==> src/blr_pkg.sv <==
// ----------------------------------------------------------------------------
// blr_pkg: shared types and constants of the line rasterizer
// Command record passed from the classifier to the stepper, pixel beat
// passed from the stepper to the pair packer, and fixed output limits.
// ----------------------------------------------------------------------------
package blr_pkg;

  localparam int COORD_W     = 8;
  localparam int OUT_X_W     = 7;
  localparam int OUT_Y_W     = 6;
  localparam int MAX_RESULTS = 64;
  localparam int MAX_PIXELS  = 2 * MAX_RESULTS;
  localparam int KEEP_W      = $clog2(MAX_PIXELS + 1);

  // Line in its canonical octant: step u from u0 to u1, v rises on diagonal steps.
  typedef struct packed {
    logic signed [8:0]  u0;
    logic signed [8:0]  v0;
    logic signed [8:0]  u1;
    logic signed [10:0] d0;
    logic signed [10:0] inc_s;
    logic signed [10:0] inc_d;
    logic               mirror;
    logic               swap;
  } cmd_t;

  typedef struct packed {
    logic                 is_end;
    logic                 visible;
    logic [OUT_X_W-1:0]   x;
    logic [OUT_Y_W-1:0]   y;
  } pix_beat_t;

endpackage

==> src/bresenham_line_rasterizer.sv <==
// ----------------------------------------------------------------------------
// bresenham_line_rasterizer: line command to visible pixel pairs
// Top level: command intake, queue, stepper and pair packer.
// ----------------------------------------------------------------------------
// A line whose longer axis spans N pixels occupies the stepper for a load
// step, N pixel beats and an end beat that closes the line. The single
// Bresenham stepper makes one pixel per cycle while the output does not
// stall; output stalls hold it. Commands are taken into a two-entry queue
// while the stepper works, and results wait in an output register. Visible
// pixels come out up to two per beat; the final beat of a line carries
// last_of_line, and a line with no visible pixel gives no beat.
module bresenham_line_rasterizer #(
  parameter int SCREEN_WIDTH  = 128,
  parameter int SCREEN_HEIGHT = 64
) (
  input  logic                          clk,
  input  logic                          rst,
  input  logic                          in_valid,
  output logic                          in_ready,
  input  logic [blr_pkg::COORD_W-1:0]   start_x,
  input  logic [blr_pkg::COORD_W-1:0]   start_y,
  input  logic [blr_pkg::COORD_W-1:0]   end_x,
  input  logic [blr_pkg::COORD_W-1:0]   end_y,
  output logic                          out_valid,
  input  logic                          out_ready,
  output logic [blr_pkg::OUT_X_W-1:0]   first_px_x,
  output logic [blr_pkg::OUT_Y_W-1:0]   first_px_y,
  output logic [blr_pkg::OUT_X_W-1:0]   second_px_x,
  output logic [blr_pkg::OUT_Y_W-1:0]   second_px_y,
  output logic                          second_valid,
  output logic                          last_of_line
);

  blr_pkg::cmd_t      push_cmd;
  blr_pkg::cmd_t      q_head;
  logic               push, pop, q_empty, q_full;
  logic               beat_valid, beat_ready;
  blr_pkg::pix_beat_t beat;

  blr_front u_front (
    .in_valid (in_valid),
    .in_ready (in_ready),
    .start_x  (start_x),
    .start_y  (start_y),
    .end_x    (end_x),
    .end_y    (end_y),
    .q_full   (q_full),
    .push     (push),
    .cmd      (push_cmd)
  );

  blr_queue u_queue (
    .clk      (clk),
    .rst      (rst),
    .push     (push),
    .push_cmd (push_cmd),
    .pop      (pop),
    .head     (q_head),
    .empty    (q_empty),
    .full     (q_full)
  );

  blr_stepper #(
    .SCREEN_WIDTH  (SCREEN_WIDTH),
    .SCREEN_HEIGHT (SCREEN_HEIGHT)
  ) u_stepper (
    .clk        (clk),
    .rst        (rst),
    .q_empty    (q_empty),
    .q_head     (q_head),
    .pop        (pop),
    .beat_valid (beat_valid),
    .beat_ready (beat_ready),
    .beat       (beat)
  );

  blr_packer u_packer (
    .clk          (clk),
    .rst          (rst),
    .beat_valid   (beat_valid),
    .beat_ready   (beat_ready),
    .beat         (beat),
    .out_valid    (out_valid),
    .out_ready    (out_ready),
    .first_px_x   (first_px_x),
    .first_px_y   (first_px_y),
    .second_px_x  (second_px_x),
    .second_px_y  (second_px_y),
    .second_valid (second_valid),
    .last_of_line (last_of_line)
  );

endmodule

==> src/blr_front.sv <==
// ----------------------------------------------------------------------------
// blr_front: command intake and octant classification
// Accepts a line command while the queue has room and maps it to the
// canonical octant: ordering, mirroring and axis swap.
// ----------------------------------------------------------------------------
module blr_front (
  input  logic                          in_valid,
  output logic                          in_ready,
  input  logic [blr_pkg::COORD_W-1:0]   start_x,
  input  logic [blr_pkg::COORD_W-1:0]   start_y,
  input  logic [blr_pkg::COORD_W-1:0]   end_x,
  input  logic [blr_pkg::COORD_W-1:0]   end_y,
  input  logic                          q_full,
  output logic                          push,
  output blr_pkg::cmd_t                 cmd
);

  logic              vertical;
  logic              order_swap;
  logic [7:0]        ax, ay, bx, by;
  logic              mirror;
  logic signed [8:0] ya, yb;
  logic [7:0]        dx, dyv;
  logic              steep;
  logic [7:0]        major, minor;
  logic signed [8:0] u0, v0, u1;
  logic              swap;
  logic [7:0]        ylo, yhi;

  assign in_ready = !q_full;
  assign push     = in_valid && !q_full;

  always_comb begin
    vertical   = (start_x == end_x) && (start_y != end_y);
    order_swap = start_x > end_x;
    ax = order_swap ? end_x   : start_x;
    ay = order_swap ? end_y   : start_y;
    bx = order_swap ? start_x : end_x;
    by = order_swap ? start_y : end_y;
    mirror = ay > by;
    ya  = mirror ? -$signed({1'b0, ay}) : $signed({1'b0, ay});
    yb  = mirror ? -$signed({1'b0, by}) : $signed({1'b0, by});
    dx  = bx - ax;
    dyv = 8'(yb - ya);
    steep = dyv > dx;
    ylo = (start_y < end_y) ? start_y : end_y;
    yhi = (start_y < end_y) ? end_y   : start_y;
    if (vertical) begin
      u0    = $signed({1'b0, ylo});
      v0    = $signed({1'b0, start_x});
      u1    = $signed({1'b0, yhi});
      major = yhi - ylo;
      minor = '0;
      swap  = 1'b1;
    end else if (steep) begin
      u0    = ya;
      v0    = $signed({1'b0, ax});
      u1    = yb;
      major = dyv;
      minor = dx;
      swap  = 1'b1;
    end else begin
      u0    = $signed({1'b0, ax});
      v0    = ya;
      u1    = $signed({1'b0, bx});
      major = dx;
      minor = dyv;
      swap  = 1'b0;
    end
    cmd.u0     = u0;
    cmd.v0     = v0;
    cmd.u1     = u1;
    cmd.inc_s  = $signed({2'b00, minor, 1'b0});
    cmd.inc_d  = $signed({2'b00, minor, 1'b0}) - $signed({2'b00, major, 1'b0});
    cmd.d0     = $signed({2'b00, minor, 1'b0}) - $signed({3'b000, major});
    cmd.mirror = mirror && !vertical;
    cmd.swap   = swap;
  end

endmodule

==> src/blr_queue.sv <==
// ----------------------------------------------------------------------------
// blr_queue: two-entry command queue
// Decouples command intake from the pixel stepper.
// ----------------------------------------------------------------------------
module blr_queue (
  input  logic          clk,
  input  logic          rst,
  input  logic          push,
  input  blr_pkg::cmd_t push_cmd,
  input  logic          pop,
  output blr_pkg::cmd_t head,
  output logic          empty,
  output logic          full
);

  blr_pkg::cmd_t entry [2];
  logic          wr_ptr;
  logic          rd_ptr;
  logic [1:0]    count;

  assign empty = count == 2'd0;
  assign full  = count == 2'd2;
  assign head  = entry[rd_ptr];

  always_ff @(posedge clk) begin
    if (push) begin
      entry[wr_ptr] <= push_cmd;
    end
  end

  always_ff @(posedge clk) begin
    if (rst) begin
      wr_ptr <= 1'b0;
      rd_ptr <= 1'b0;
      count  <= 2'd0;
    end else begin
      if (push) begin
        wr_ptr <= !wr_ptr;
      end
      if (pop) begin
        rd_ptr <= !rd_ptr;
      end
      count <= count + 2'(push) - 2'(pop);
    end
  end

  a_no_overflow: assert property (@(posedge clk) disable iff (rst) !(push && full))
    else $error("queue push while full");
  a_no_underflow: assert property (@(posedge clk) disable iff (rst) !(pop && empty))
    else $error("queue pop while empty");

endmodule

==> src/blr_stepper.sv <==
// ----------------------------------------------------------------------------
// blr_stepper: Bresenham stepper
// Walks the canonical octant one pixel per beat, maps each pixel back to
// the screen, marks visibility and closes the line with an end beat.
// ----------------------------------------------------------------------------
module blr_stepper #(
  parameter int SCREEN_WIDTH  = 128,
  parameter int SCREEN_HEIGHT = 64
) (
  input  logic               clk,
  input  logic               rst,
  input  logic               q_empty,
  input  blr_pkg::cmd_t      q_head,
  output logic               pop,
  output logic               beat_valid,
  input  logic               beat_ready,
  output blr_pkg::pix_beat_t beat
);

  typedef enum logic [2:0] {
    ST_IDLE = 3'b001,
    ST_RUN  = 3'b010,
    ST_END  = 3'b100
  } state_t;

  localparam logic signed [9:0] X_LIM = 10'(SCREEN_WIDTH);
  localparam logic signed [9:0] Y_LIM = 10'(SCREEN_HEIGHT);

  state_t             state, state_next;
  logic signed [8:0]  u, v, u1;
  logic signed [10:0] d, inc_s, inc_d;
  logic               mirror, swap;
  logic signed [9:0]  px, py_raw, py;

  always_comb begin
    px     = swap ? 10'(v) : 10'(u);
    py_raw = swap ? 10'(u) : 10'(v);
    py     = mirror ? -py_raw : py_raw;
  end

  always_comb begin
    beat.is_end  = state == ST_END;
    beat.visible = (px >= 0) && (px < X_LIM) && (py >= 0) && (py < Y_LIM);
    beat.x       = px[blr_pkg::OUT_X_W-1:0];
    beat.y       = py[blr_pkg::OUT_Y_W-1:0];
    beat_valid   = (state == ST_RUN) || (state == ST_END);
    pop          = (state == ST_IDLE) && !q_empty;
  end

  always_comb begin
    state_next = state;
    unique case (state)
      ST_IDLE: begin
        if (!q_empty) state_next = ST_RUN;
      end
      ST_RUN: begin
        if (beat_ready && (u == u1)) state_next = ST_END;
      end
      ST_END: begin
        if (beat_ready) state_next = ST_IDLE;
      end
      default: state_next = ST_IDLE;
    endcase
  end

  always_ff @(posedge clk) begin
    if (rst) begin
      state <= ST_IDLE;
    end else begin
      state <= state_next;
    end
  end

  always_ff @(posedge clk) begin
    if (pop) begin
      u      <= q_head.u0;
      v      <= q_head.v0;
      u1     <= q_head.u1;
      d      <= q_head.d0;
      inc_s  <= q_head.inc_s;
      inc_d  <= q_head.inc_d;
      mirror <= q_head.mirror;
      swap   <= q_head.swap;
    end else if ((state == ST_RUN) && beat_ready && (u != u1)) begin
      u <= u + 9'sd1;
      if (d < 0) begin
        d <= d + inc_s;
      end else begin
        v <= v + 9'sd1;
        d <= d + inc_d;
      end
    end
  end

  a_run_in_range: assert property (@(posedge clk) disable iff (rst)
    (state == ST_RUN) |-> (u <= u1))
    else $error("stepper ran past line end");

endmodule

==> src/blr_packer.sv <==
// ----------------------------------------------------------------------------
// blr_packer: pixel pair packer and output register
// Keeps up to MAX_PIXELS visible pixels per line, packs them up to two per result
// and holds the last pair back until the line end tells whether it closes the line.
// ----------------------------------------------------------------------------
module blr_packer (
  input  logic                          clk,
  input  logic                          rst,
  input  logic                          beat_valid,
  output logic                          beat_ready,
  input  blr_pkg::pix_beat_t            beat,
  output logic                          out_valid,
  input  logic                          out_ready,
  output logic [blr_pkg::OUT_X_W-1:0]   first_px_x,
  output logic [blr_pkg::OUT_Y_W-1:0]   first_px_y,
  output logic [blr_pkg::OUT_X_W-1:0]   second_px_x,
  output logic [blr_pkg::OUT_Y_W-1:0]   second_px_y,
  output logic                          second_valid,
  output logic                          last_of_line
);

  logic [1:0]                    cnt;
  logic [blr_pkg::KEEP_W-1:0]    kept;
  logic [blr_pkg::OUT_X_W-1:0]   a_x, b_x;
  logic [blr_pkg::OUT_Y_W-1:0]   a_y, b_y;
  logic                          keep;
  logic                          need;
  logic                          load_ok;
  logic                          fire;
  logic                          load;

  always_comb begin
    keep    = !beat.is_end && beat.visible && (kept < blr_pkg::KEEP_W'(blr_pkg::MAX_PIXELS));
    need    = beat.is_end ? (cnt != 2'd0) : (keep && (cnt == 2'd2));
    load_ok = !out_valid || out_ready;
    beat_ready = !need || load_ok;
    fire    = beat_valid && beat_ready;
    load    = fire && need;
  end

  always_ff @(posedge clk) begin
    if (rst) begin
      cnt       <= 2'd0;
      kept      <= '0;
      out_valid <= 1'b0;
    end else begin
      if (load) begin
        out_valid <= 1'b1;
      end else if (out_ready) begin
        out_valid <= 1'b0;
      end
      if (fire) begin
        if (beat.is_end) begin
          cnt  <= 2'd0;
          kept <= '0;
        end else if (keep) begin
          kept <= kept + 1'b1;
          cnt  <= (cnt == 2'd1) ? 2'd2 : 2'd1;
        end
      end
    end
  end

  always_ff @(posedge clk) begin
    if (load) begin
      first_px_x   <= a_x;
      first_px_y   <= a_y;
      second_px_x  <= (cnt == 2'd2) ? b_x : '0;
      second_px_y  <= (cnt == 2'd2) ? b_y : '0;
      second_valid <= cnt == 2'd2;
      last_of_line <= beat.is_end;
    end
    if (fire && keep) begin
      if (cnt == 2'd1) begin
        b_x <= beat.x;
        b_y <= beat.y;
      end else begin
        a_x <= beat.x;
        a_y <= beat.y;
      end
    end
  end

  a_cnt_range: assert property (@(posedge clk) disable iff (rst) cnt != 2'd3)
    else $error("pair slot overfilled");
  a_end_empties: assert property (@(posedge clk) disable iff (rst)
    (fire && beat.is_end) |=> (cnt == 2'd0))
    else $error("pair slot not cleared at line end");

endmodule
==> config.mk <==
export PLATFORM = sky130hd
export DESIGN_NAME = bresenham_line_rasterizer
export DESIGN_NICKNAME = d
export VERILOG_FILES = /design/src/blr_pkg.sv /design/src/bresenham_line_rasterizer.sv /design/src/blr_front.sv /design/src/blr_queue.sv /design/src/blr_stepper.sv /design/src/blr_packer.sv
export SDC_FILE = /design/constraint.sdc
export NUM_CORES = 1
export LEC_CHECK = 0
export CORE_ASPECT_RATIO = 1.5
export CORE_MARGIN = 2
export CORE_UTILIZATION = 50
export CTS_CLUSTER_SIZE = 24
export DETAILED_ROUTE_END_ITERATION = 8
export DONT_BUFFER_PORTS = 1
export GPL_TIMING_DRIVEN = 0
export PLACE_DENSITY = 0.68
export SLEW_MARGIN = 0
export SYNTH_ARGS = -nofsm -noshare
export SYNTH_HDL_FRONTEND = slang
export SYNTH_SLANG_ARGS = --single-unit
==> constraint.sdc <==
create_clock -name clk -period 13.1 [get_ports clk]
set_input_delay 0.655 -clock clk [delete_from_list [all_inputs] [get_ports clk]]
set_output_delay 0.655 -clock clk [all_outputs]
set_load 0.01 [all_outputs]
After elaboration in Yosys (flattened, before gate mapping). Memories as Yosys holds them, arrays and structs flattened. A register that Yosys moved wholly into a read port is not among the register bits. Index checks and enable logic that the tools add are counted.

Flip-flop bits (word level): 134. Memory bits (writable): 118. Input port bits: 36. Logic and storage cells: 150. Memories: 1.

Add/sub/neg operators: 15. $lt $le $gt $ge: 10. Equal/unequal tests: 14. Multiplexer cells: 47. Bitwise gates (word level): 1. Reductions and logical operators: 37.

Memory list: u_queue.entry (depth 2, bits a word 59, read ports 1, clocked after memory_dff 1, wr ports 1, RTL line blr_queue.sv:16) `blr_pkg::cmd_t entry [2];`.

Operator list (count): 9-bit 2-to-1 mux (13); 8-bit 2-to-1 mux (12); 11-bit 2-to-1 mux (3); 10-bit 2-to-1 mux (3); 8-bit > comparator (3); 8-bit subtractor (3); 11-bit adder (2); 10-bit by 1-bit greater-or-equal comparator with 1-bit output, second input constant (2); 9-bit by 2-bit adder with 9-bit output, second input constant (2); 8-bit negator with 9-bit output (2); 1-bit logical AND (16); 11-bit by 1-bit < comparator with 1-bit output, second input constant (1); 10-bit by 8-bit < comparator with 1-bit output, second input constant (1); 10-bit by 9-bit < comparator with 1-bit output, second input constant (1); 10-bit negator (1); 9-bit by 8-bit subtractor with 10-bit output (1); 9-bit by 9-bit subtractor with 10-bit output (1); 9-bit equality test (1); 1-bit 2-to-1 mux (9); 3-bit 2-to-1 mux (3); 9-bit != test (1); 3-bit one-hot mux with 3 select lines (1); 8-bit by 1-bit adder with 8-bit output, second input constant (1); 8-bit equality test (1); other kinds (19) (40).

Longest topological paths before layout. Gate-level depths: netlist (run 1).

Depth after elaboration: 16. Mapped depth: 44. Depth with buffers taken out: 39.

By module. A second synthesis (run 1) with hierarchy kept.

Cell total of the unflattened synthesis: 1347. Area total of the unflattened synthesis: 15117.0 um2.

Modules (own cells, without submodules): blr_queue (instances 1, cells each 214, area each 4994.8 um2, seq. area each 3823.7 um2); blr_front (instances 1, cells each 666, area each 4106.4 um2, seq. area each 0.0 um2); blr_stepper (instances 1, cells each 332, area each 3723.6 um2, seq. area each 1921.8 um2); blr_packer (instances 1, cells each 135, area each 2292.2 um2, seq. area each 1841.8 um2).

Worst setup path after synthesis (run 1). OpenSTA, ideal clock, no wires.

Path kind: input to register. Start point: input port end_x[2] in the netlist's numbering. End point: memory u_queue.entry[0][29] in the netlist's numbering, data pin. Setup time: 0.273 ns. Arrival time: 8.451 ns. Data required time: 12.827 ns. Slack: 4.375 ns. Cell stages on the path: 37. Buffers on the path: 7. Cell sequence: inv_1 -> ha_1 -> buf_6 -> nand4_1 -> nor2_1 -> a211o_1 -> nand2_2 -> clkbuf_1 -> clkbuf_1 -> clkbuf_1 -> mux2i_1 -> ha_1 -> nor2_1 -> a21oi_1 -> ha_1 -> or3_1 -> o221ai_1 -> a21oi_1 -> or3_1 -> nor2b_1 -> a21oi_1 -> nor2_1 -> ha_1 -> and3_1 -> a221o_1 -> a21o_1 -> nand2_1 -> clkbuf_1 -> buf_1 -> buf_1 -> nand2_1 -> a21oi_1 -> ha_1 -> or2_2 -> a21oi_1 -> a21oi_1 -> xnor2_1.

RTL lines: from (decl) (RTL line bresenham_line_rasterizer.sv:22) `input logic [blr_pkg::COORD_W-1:0] end_x,`; to (decl) (RTL line blr_queue.sv:16).

==> impl_metrics.env, run 1 <==
export IMPL_dr_iter_0_viols=639
export IMPL_die_area_mm2=0.0288
export IMPL_crit_fanout=10
export IMPL_die_w_um=139
export IMPL_via_count_of_the_first_global_routing_pass=9983
export IMPL_grt_start_max_net_pins=39
export IMPL_layout_min_cycle_time_ps=11050
export IMPL_floorplan_io_pins=66
export IMPL_grt_usage=0.235
export IMPL_grt_pass1_wl_mm=53.4
export IMPL_cts_sinks=239
export IMPL_critPathKind="input port to flop"
export IMPL_setup_tns_ps=0
export IMPL_core_area_mm2=0.0271
export IMPL_synth_adder_area_share=0.0577
export IMPL_report_final_setup_viol=0
export IMPL_critPathSlowestCell="a21oi_1"
export IMPL_drt_pass1_iter_count=6
export IMPL_detail_route_drc_violations=0
export IMPL_areaGrowthSynthToFinish_pct=9.03
export IMPL_antenna_cells=0
export IMPL_cpMostUsedCell="a21oi_1"
export IMPL_yosys_area_share_simple=0.123
export IMPL_yosysUniqueCellTypes=86
export IMPL_grt_antenna_before_repair=0
export IMPL_min_path_type="input port to flop"
export IMPL_yosysWarnings=0
export IMPL_synth_xor_area_share=0.0611
export IMPL_post_synth_inst_count=1270
export IMPL_cts_root_buffer="clkbuf_16"
export IMPL_synth_async_reset_ratio=0
export IMPL_initial_core_util=0.506
export IMPL_grt_overflow_total=0
export IMPL_cts_max_level=1
export IMPL_arrival_ps=11300
export IMPL_cts_buffer_depth=3
export IMPL_final_max_slew_viol_count=0
export IMPL_hpwl_mm=26.1
export IMPL_post_cts_hold_buffer_count=0
export IMPL_fmax_mhz=90.5
export IMPL_fraction_of_the_mapped_netlist_area_in_compound_gates=0.141
export IMPL_relative_max_transition_margin=0.0583
export IMPL_post_cts_setup_buffers=0
export IMPL_postSynthNetCount=1364
export IMPL_postSynth_topFlopCell="edfxtp_1"
export IMPL_finalWeightedCongestion=0.959
export IMPL_clk_insertion_delay_late_ps=520
export IMPL_synth_seq_area_share=0.509
export IMPL_antenna_violating_nets_post_route=0
export IMPL_utilization=0.552
export IMPL_synth_top_family_by_area="compound AO/OA/AOI/OAI gates"
export IMPL_max_cap_violations=0
export IMPL_crit_family="compound AO/OA/AOI/OAI gates"
export IMPL_status="finished, final reports clean"
export IMPL_rsz0062_at_grt="false"
export IMPL_cts_inserted_buffers=22
export IMPL_drive_gt1_frac=0.0869
export IMPL_worst_ep_required_time_ps=13350
export IMPL_synthesis_area_mm2=0.0137
export IMPL_clock_tree_from_tritoncts="done"
export IMPL_placement_io_buffers=0
export IMPL_worst_slew_pin_transition_ps=1400
export IMPL_count_of_instances_resized_after_the_clock_tree_is_built=0
export IMPL_synth_avg_cell_area_um2=10.8
export IMPL_finalNetCount=1392
export IMPL_yosys_mux_area_fraction=0.0754
export IMPL_rows=74
export IMPL_timing_critical_path_slowest_cell_delay_ps=620
export IMPL_critical_path_buf_inv_count=7
export IMPL_postRouteWirelength_mm=33.6
export IMPL_setup_worst_path_end_class="flop"
export IMPL_cts_clk_slew_worst_paths_ps=70
export IMPL_min_period_over_period=0.843
export IMPL_startpoint_type="input port"
export IMPL_dieHeight_um=207
export IMPL_fin_worst_skew_ps=22.1
export IMPL_report_final_hold_viol_count=0
export IMPL_postSynthRegisterBits=239
export IMPL_detail_route_wl_per_cell_um=20.3
export IMPL_synth_enable_flop_cells=220
export IMPL_detail_route_vias_per_cell=5.91
export IMPL_vias=9771
## per-layer routing
layer | vias to the layer above | track usage | part of all wire
li1 | 4735 | - | -
met1 | 4630 | 0.254 | 0.37
met2 | 294 | 0.420 | 0.51
met3 | 112 | 0.0314 | 0.045
met4 | 0 | 0.166 | 0.079
met5 | - | 0 | 0
## per-stage QoR
step / hold slack [ps] / setup slack, ps / instance area [um^2] / instances
after floorplan: 400 / 4380 / 13700 / 1270
after global placement: 404 / 1780 / 14200 / 1612
after detailed placement: 405 / 1660 / 14300 / 1616
after CTS: 190 / 2180 / 15000 / 1654
after global routing: 198 / 1370 / 15000 / 1654
final: 212 / 2050 / 15000 / 1654
## cell usage in the layout, fill, tap and decap left out, types with 24 or more instances in the layout
master / instances
edfxtp_1: 220
nor2_1: 120
a21oi_1: 109
nand2_1: 95
ha_1: 56
clkbuf_1: 54
xnor2_1: 53
mux2i_1: 50
inv_1: 49
o21ai_0: 46
mux2_2: 45
xor2_1: 41
o211ai_1: 24
## Yosys cell counts (5+ instances only)
master    instances  area, um^2
a211oi_1         12        90.1
a21o_1           14         105
a21oi_1         109         546
a31oi_1          15        93.8
and2_1           22         138
and3_1           10        62.6
buf_1            11        41.3
clkbuf_1         52         195
dfxtp_1          19         380
edfxtp_1        220        6610
ha_1             56         701
inv_1            49         184
mux2_2           45         507
mux2i_1          50         500
nand2_1          95         357
nand2b_1         14        87.6
nand3_1          21         105
nand4_1           6        37.5
nor2_1          121         454
nor2b_1           8        50.1
nor3_1           23         115
o211ai_1         24         180
o21ai_0          46         230
o21ai_1           5        25.0
o21bai_1          6        45.0
o22ai_1          16         100
o31ai_1           7        52.6
or2_2             5        31.3
or3_1            14        87.6
xnor2_1          53         464
xor2_1           41         359
## cell families after synthesis
kind of cell,count (synthesis)
XOR/XNOR,95
adder cells (fa/ha/maj),63
AO/OA/AOI/OAI,303
AND/OR/NAND/NOR,357
flip-flops,239
buffers and inverters,116
multiplexers,97
## worst paths after layout
path              slack, ps  depth (start not counted)                 startpoint                               end
setup / recovery       2050                         35                 start_x[0]    u_queue.entry[1][29]$_DFFE_PP_
hold / removal          210                          1                        rst       u_queue.count[0]$_SDFF_PP0_
setup reg to reg       8950                         13   u_stepper.swap$_DFFE_PP_          u_stepper.u[2]$_DFFE_PP_
hold reg to reg         420                          0  u_packer.a_y[1]$_DFFE_PP_  u_packer.first_px_y[1]$_DFFE_PP_
## state kept, by name, indices dropped and copies added (netlist names), 2 cells and up, named ones only
register and flops:
u_stepper.inc_d 9, u_packer.a_y 6, u_packer.second_px_y 6, u_packer.a_x 7, u_stepper.state 3, u_packer.kept 8
u_packer.first_px_y 6, u_packer.second_px_x 7, u_queue.count 2, u_packer.cnt 2, u_stepper.d 10, u_stepper.inc_s 8
u_stepper.u 9, u_stepper.u1 9, u_packer.b_y 6, u_packer.b_x 7, u_stepper.v 9, u_queue.entry 110
u_packer.first_px_x 7
## layout make-up
type / instances / area, um^2
Clock buffer: 25 / 562
Tap cell: 342 / 428
Multi-Input combinational cell: 915 / 6310
Buffer: 66 / 265
Sequential cell: 239 / 6990
Timing Repair Buffer: 4 / 75.1
Fill cell: 2324 / 12200
Clock inverter: 13 / 165
Inverter: 50 / 188
Power of run 1 is not shown: default switching activity piles up to over one toggle a cycle in this logic, so the estimate is an artifact.
==> run 2, diff against run 1 <==
- PLACE_DENSITY: 0.68 -> 0.71
- clock period: 13.1 -> 10.09 ns (I/O delays scaled with it)
==> impl_metrics.env, run 2 (synthesis gave the netlist of run 1 again) <==
export IMPL_report_final_setup_viol=0
export IMPL_clk_insertion_delay_late_ps=510
export IMPL_die_area_mm2=0.0288
export IMPL_grt_pass1_wl_mm=54.1
export IMPL_fmax_mhz=106
export IMPL_finalWeightedCongestion=0.977
export IMPL_reg_top3="u_queue.entry: 110 flops, u_stepper.d: 10 flops"
export IMPL_report_final_hold_viol_count=0
export IMPL_critPathKind="input port to flop"
export IMPL_timing_critical_path_slowest_cell_delay_ps=420
export IMPL_detailedPlace_worstSlack_ps=-1280
export IMPL_grt_overflow_total=0
export IMPL_max_cap_violations=0
export IMPL_cts_sinks=239
export IMPL_status="finished, final reports clean"
export IMPL_rows=74
export IMPL_final_max_slew_viol_count=0
export IMPL_via_count_of_the_first_global_routing_pass=9943
export IMPL_worst_ep_required_time_ps=10320
export IMPL_dieHeight_um=207
export IMPL_die_w_um=139
export IMPL_postLayoutCellArea_mm2=0.0149
export IMPL_arrival_ps=9690
export IMPL_cts_max_level=1
export IMPL_grt_antenna_before_repair=0
export IMPL_placement_io_buffers=0
export IMPL_areaGrowthSynthToFinish_pct=8.53
export IMPL_core_area_mm2=0.0271
export IMPL_post_cts_hold_buffer_count=0
export IMPL_worst_slew_pin_transition_ps=1020
export IMPL_utilization=0.550
export IMPL_route_layer_met1_wl_mm=12.7
export IMPL_min_path_type="input port to flop"
export IMPL_grt_start_max_net_pins=37
export IMPL_crit_fanout=10
export IMPL_dr_wl_met3_mm=1.53
export IMPL_detail_route_drc_violations=0
export IMPL_critPathSlowestCell="ha_1"
export IMPL_cts_inserted_buffers=21
export IMPL_final_critical_path_setup_slack_ps=635
export IMPL_drive_gt1_frac=0.0916
export IMPL_min_period_over_period=0.937
export IMPL_dr_iter_0_viols=585
export IMPL_post_placement_cell_area_mm2=0.0143
export IMPL_grt_usage=0.240
export IMPL_met2WireLength_mm=17.9
export IMPL_vias=9776
export IMPL_startpoint_type="input port"
export IMPL_cts_buffer_depth=3
export IMPL_highest_layer="met4"
export IMPL_largest_register_ffs=110
export IMPL_clock_tree_from_tritoncts="done"
export IMPL_setup_worst_path_end_class="flop"
export IMPL_antenna_violating_nets_post_route=0
export IMPL_fin_worst_skew_ps=9.52
export IMPL_layout_min_cycle_time_ps=9460
export IMPL_layout_cells_most_common="edfxtp_1"
export IMPL_cts_root_buffer="clkbuf_16"
export IMPL_relative_max_transition_margin=0.317
export IMPL_count_of_instances_resized_after_the_clock_tree_is_built=4
export IMPL_hold_ws_ps=57.1
export IMPL_cts_clk_slew_worst_paths_ps=70
export IMPL_drt_pass1_iter_count=5
export IMPL_rsz0062_at_grt="false"
export IMPL_finalNetCount=1390
export IMPL_detail_route_vias_per_cell=5.92
export IMPL_initial_core_util=0.506
export IMPL_floorplan_io_pins=66
export IMPL_top_register="u_queue.entry"
export IMPL_detail_route_wl_per_cell_um=20.9
export IMPL_most_frequent_cells_in_the_layout="220 x edfxtp_1, 119 x nor2_1, 107 x a21oi_1"
export IMPL_postRouteWirelength_mm=34.6
export IMPL_hpwl_mm=26.7
export IMPL_post_cts_setup_buffers=0
export IMPL_antenna_cells=0
-- run 2: per-stage QoR --
| stage | std cells | TNS [ps] |
|---|---|---|
| 2_1_floorplan | 1270 | 0 |
| 3_3_place_gp | 1612 | -21750 |
| 3_5_place_dp | 1616 | -22400 |
| 4_1_cts | 1653 | 0 |
| 5_1_grt | 1652 | 0 |
| 6_report | 1652 | 0 |
-- run 2: path summary, 6_finish.rpt --
check,endpoint,slack [ps],depth (start not counted),start
worst max-delay path,u_queue.entry[0][29]$_DFFE_PP_,630,35,start_x[0]
worst min-delay path,u_queue.count[0]$_SDFF_PP0_,60,1,rst
worst max register to register,u_stepper.u[1]$_DFFE_PP_,5890,13,u_stepper.swap$_DFFE_PP_
worst min register to register,u_packer.first_px_x[1]$_DFFE_PP_,420,0,u_packer.a_x[1]$_DFFE_PP_
-- run 2: layer usage --
layer  global-route usage  vias to the layer above
met2                0.438                      282
met3               0.0349                       99
met4                0.155                        0
met1                0.254                     4671
met5                    0                        -
li1                     -                     4724
-- run 2: cell type report --
type | instances | area [um^2]
Clock buffer | 27 | 548
Fill cell | 2328 | 12200
Clock inverter | 10 | 85.1
Inverter | 50 | 188
Timing Repair Buffer | 4 | 75.1
Buffer | 65 | 270
Multi-Input combinational cell | 915 | 6330
Tap cell | 342 | 428
Sequential cell | 239 | 6990
-- run 2: critical path, delay by kind of cell --
| family | cells | cell delay [ps] |
|---|---|---|
| compound gates | 11 | 2730 |
| xor+xnor | 1 | 180 |
| fa+ha+maj | 4 | 1340 |
| buf+inv | 7 | 2040 |
| simple gates | 12 | 2840 |
Power of run 2 is left out for the same reason.
==> run 3, diff against run 2 <==
- CELL_PAD_IN_SITES_DETAIL_PLACEMENT: unset -> 0
- CELL_PAD_IN_SITES_GLOBAL_PLACEMENT: unset -> 1
- CORE_UTILIZATION: 50 -> 47
- PLACE_DENSITY: 0.71 -> 0.8
==> impl_metrics.env, run 3 (synthesis gave the netlist of run 1 again) <==
export IMPL_critPathSlowestCell="fa_1"
export IMPL_vias=9706
export IMPL_utilization=0.524
export IMPL_die_area_mm2=0.0306
export IMPL_placed_cells=1665
export IMPL_clk_insertion_delay_late_ps=520
export IMPL_final_max_slew_viol_count=0
export IMPL_largest_register_ffs=110
export IMPL_antenna_violating_nets_post_route=0
export IMPL_min_path_type="input port to flop"
export IMPL_grt_pass1_wl_mm=54.2
export IMPL_drt_pass1_iter_count=6
export IMPL_detail_route_drc_violations=0
export IMPL_cts_inserted_buffers=21
export IMPL_finalWeightedCongestion=0.968
export IMPL_antenna_cells=0
export IMPL_dr_iter_0_viols=628
export IMPL_rows=76
export IMPL_startpoint_type="input port"
export IMPL_reg_top3="u_queue.entry: 110 flops, u_stepper.d: 10 flops"
export IMPL_relative_max_transition_margin=0.319
export IMPL_layout_cells_most_common="edfxtp_1"
export IMPL_fin_worst_skew_ps=10.9
export IMPL_arrival_ps=9640
export IMPL_grt_antenna_before_repair=0
export IMPL_report_final_setup_viol=0
export IMPL_worst_slew_pin_transition_ps=1020
export IMPL_finalNetCount=1391
export IMPL_crit_fanout=10
export IMPL_areaGrowthSynthToFinish_pct=9.58
export IMPL_cpMostUsedCell="ha_1"
export IMPL_grt_overflow_total=0
export IMPL_setup_worst_path_end_class="flop"
export IMPL_min_period_over_period=0.930
export IMPL_die_w_um=144
export IMPL_clock_tree_from_tritoncts="done"
export IMPL_floorplan_io_pins=66
export IMPL_rsz0062_at_grt="false"
export IMPL_timing_critical_path_slowest_cell_delay_ps=570
export IMPL_most_frequent_cells_in_the_layout="220 x edfxtp_1, 119 x nor2_1, 108 x a21oi_1"
export IMPL_detail_route_wl_per_cell_um=20.4
export IMPL_fillers=2589
export IMPL_cts_clk_slew_worst_paths_ps=60
export IMPL_fmax_mhz=107
export IMPL_worst_ep_required_time_ps=10350
export IMPL_finalNonFillerCells=1702
export IMPL_grt_usage=0.232
export IMPL_hold_ws_ps=55.0
export IMPL_post_cts_hold_buffer_count=0
export IMPL_layout_min_cycle_time_ps=9380
export IMPL_critPathKind="input port to flop"
export IMPL_dieHeight_um=213
export IMPL_report_final_hold_viol_count=0
export IMPL_cts_sinks=239
export IMPL_hpwl_mm=27.2
export IMPL_grt_start_max_net_pins=32
export IMPL_cts_root_buffer="clkbuf_16"
export IMPL_placement_io_buffers=0
export IMPL_core_area_mm2=0.0287
export IMPL_cts_buffer_depth=3
export IMPL_max_cap_violations=0
export IMPL_initial_core_util=0.478
export IMPL_top_register="u_queue.entry"
export IMPL_via_count_of_the_first_global_routing_pass=9696
export IMPL_detail_route_vias_per_cell=5.70
export IMPL_setup_tns_ps=0
export IMPL_cts_max_level=1
export IMPL_status="finished, final reports clean"
export IMPL_drive_gt1_frac=0.0968
export IMPL_postRouteWirelength_mm=34.7
[run 3: cell types whose count changed in the layout (fill, tap and decap cells not counted), sizes merged]
cell / delta
buf: +3
bufinv: +2
clkbuf: -5
clkinvlp: +1
inv: +1
[run 3: repair_timing]
| action | CTS | global route |
|---|---|---|
| setup buffers | 0 | 0 |
| gates resized for setup | 6 | 8 |
| endpoints found under the setup margin | 20 | 22 |
[run 3: worst max-delay path, delay by kind of cell]
| kind | cells | cell delay, ps |
|---|---|---|
| compound gates | 11 | 2690 |
| fa+ha+maj | 6 | 2220 |
| simple gates | 8 | 1150 |
| mux | 2 | 390 |
| xor+xnor | 2 | 450 |
| buf+inv | 8 | 2200 |
[run 3: layout make-up]
class | instances | area (um^2) | share of cell area
buffer | 65 | 270 | 0.0180
clock buffer | 24 | 537 | 0.0357
multi-input combinational | 915 | 6320 | 0.420
inverter | 50 | 188 | 0.0125
clock inverter | 14 | 173 | 0.0115
timing repair buffer | 5 | 87.6 | 0.00582
tap | 390 | 488 | 0.0324
sequential | 239 | 6990 | 0.464
[run 3: stage by stage]
stage / setup slack (ps) / instance area (um^2)
after floorplan: 1520 / 13700
after global placement: -1200 / 14200
after detailed placement: -1170 / 14300
after CTS: 84.4 / 15000
after global routing: 55.2 / 15100
final: 707 / 15100
[run 3: path summary, 6_finish.rpt]
kind,slack [ps],endpoint,depth (start not counted),start
setup / recovery,710,u_queue.entry[0][10]$_DFFE_PP_,37,end_x[7]
hold / removal,50,u_queue.count[0]$_SDFF_PP0_,1,rst
setup reg to reg,5830,u_stepper.u[4]$_DFFE_PP_,13,u_stepper.swap$_DFFE_PP_
hold reg to reg,420,u_packer.first_px_x[3]$_DFFE_PP_,0,u_packer.a_x[3]$_DFFE_PP_
[run 3: layer usage]
layer | track usage | routed length, um
met3 | 0.0293 | 1470
met4 | 0.150 | 2490
met2 | 0.427 | 18000
met5 | 0 | 0
met1 | 0.247 | 12700
Power of run 3 is left out for the same reason.
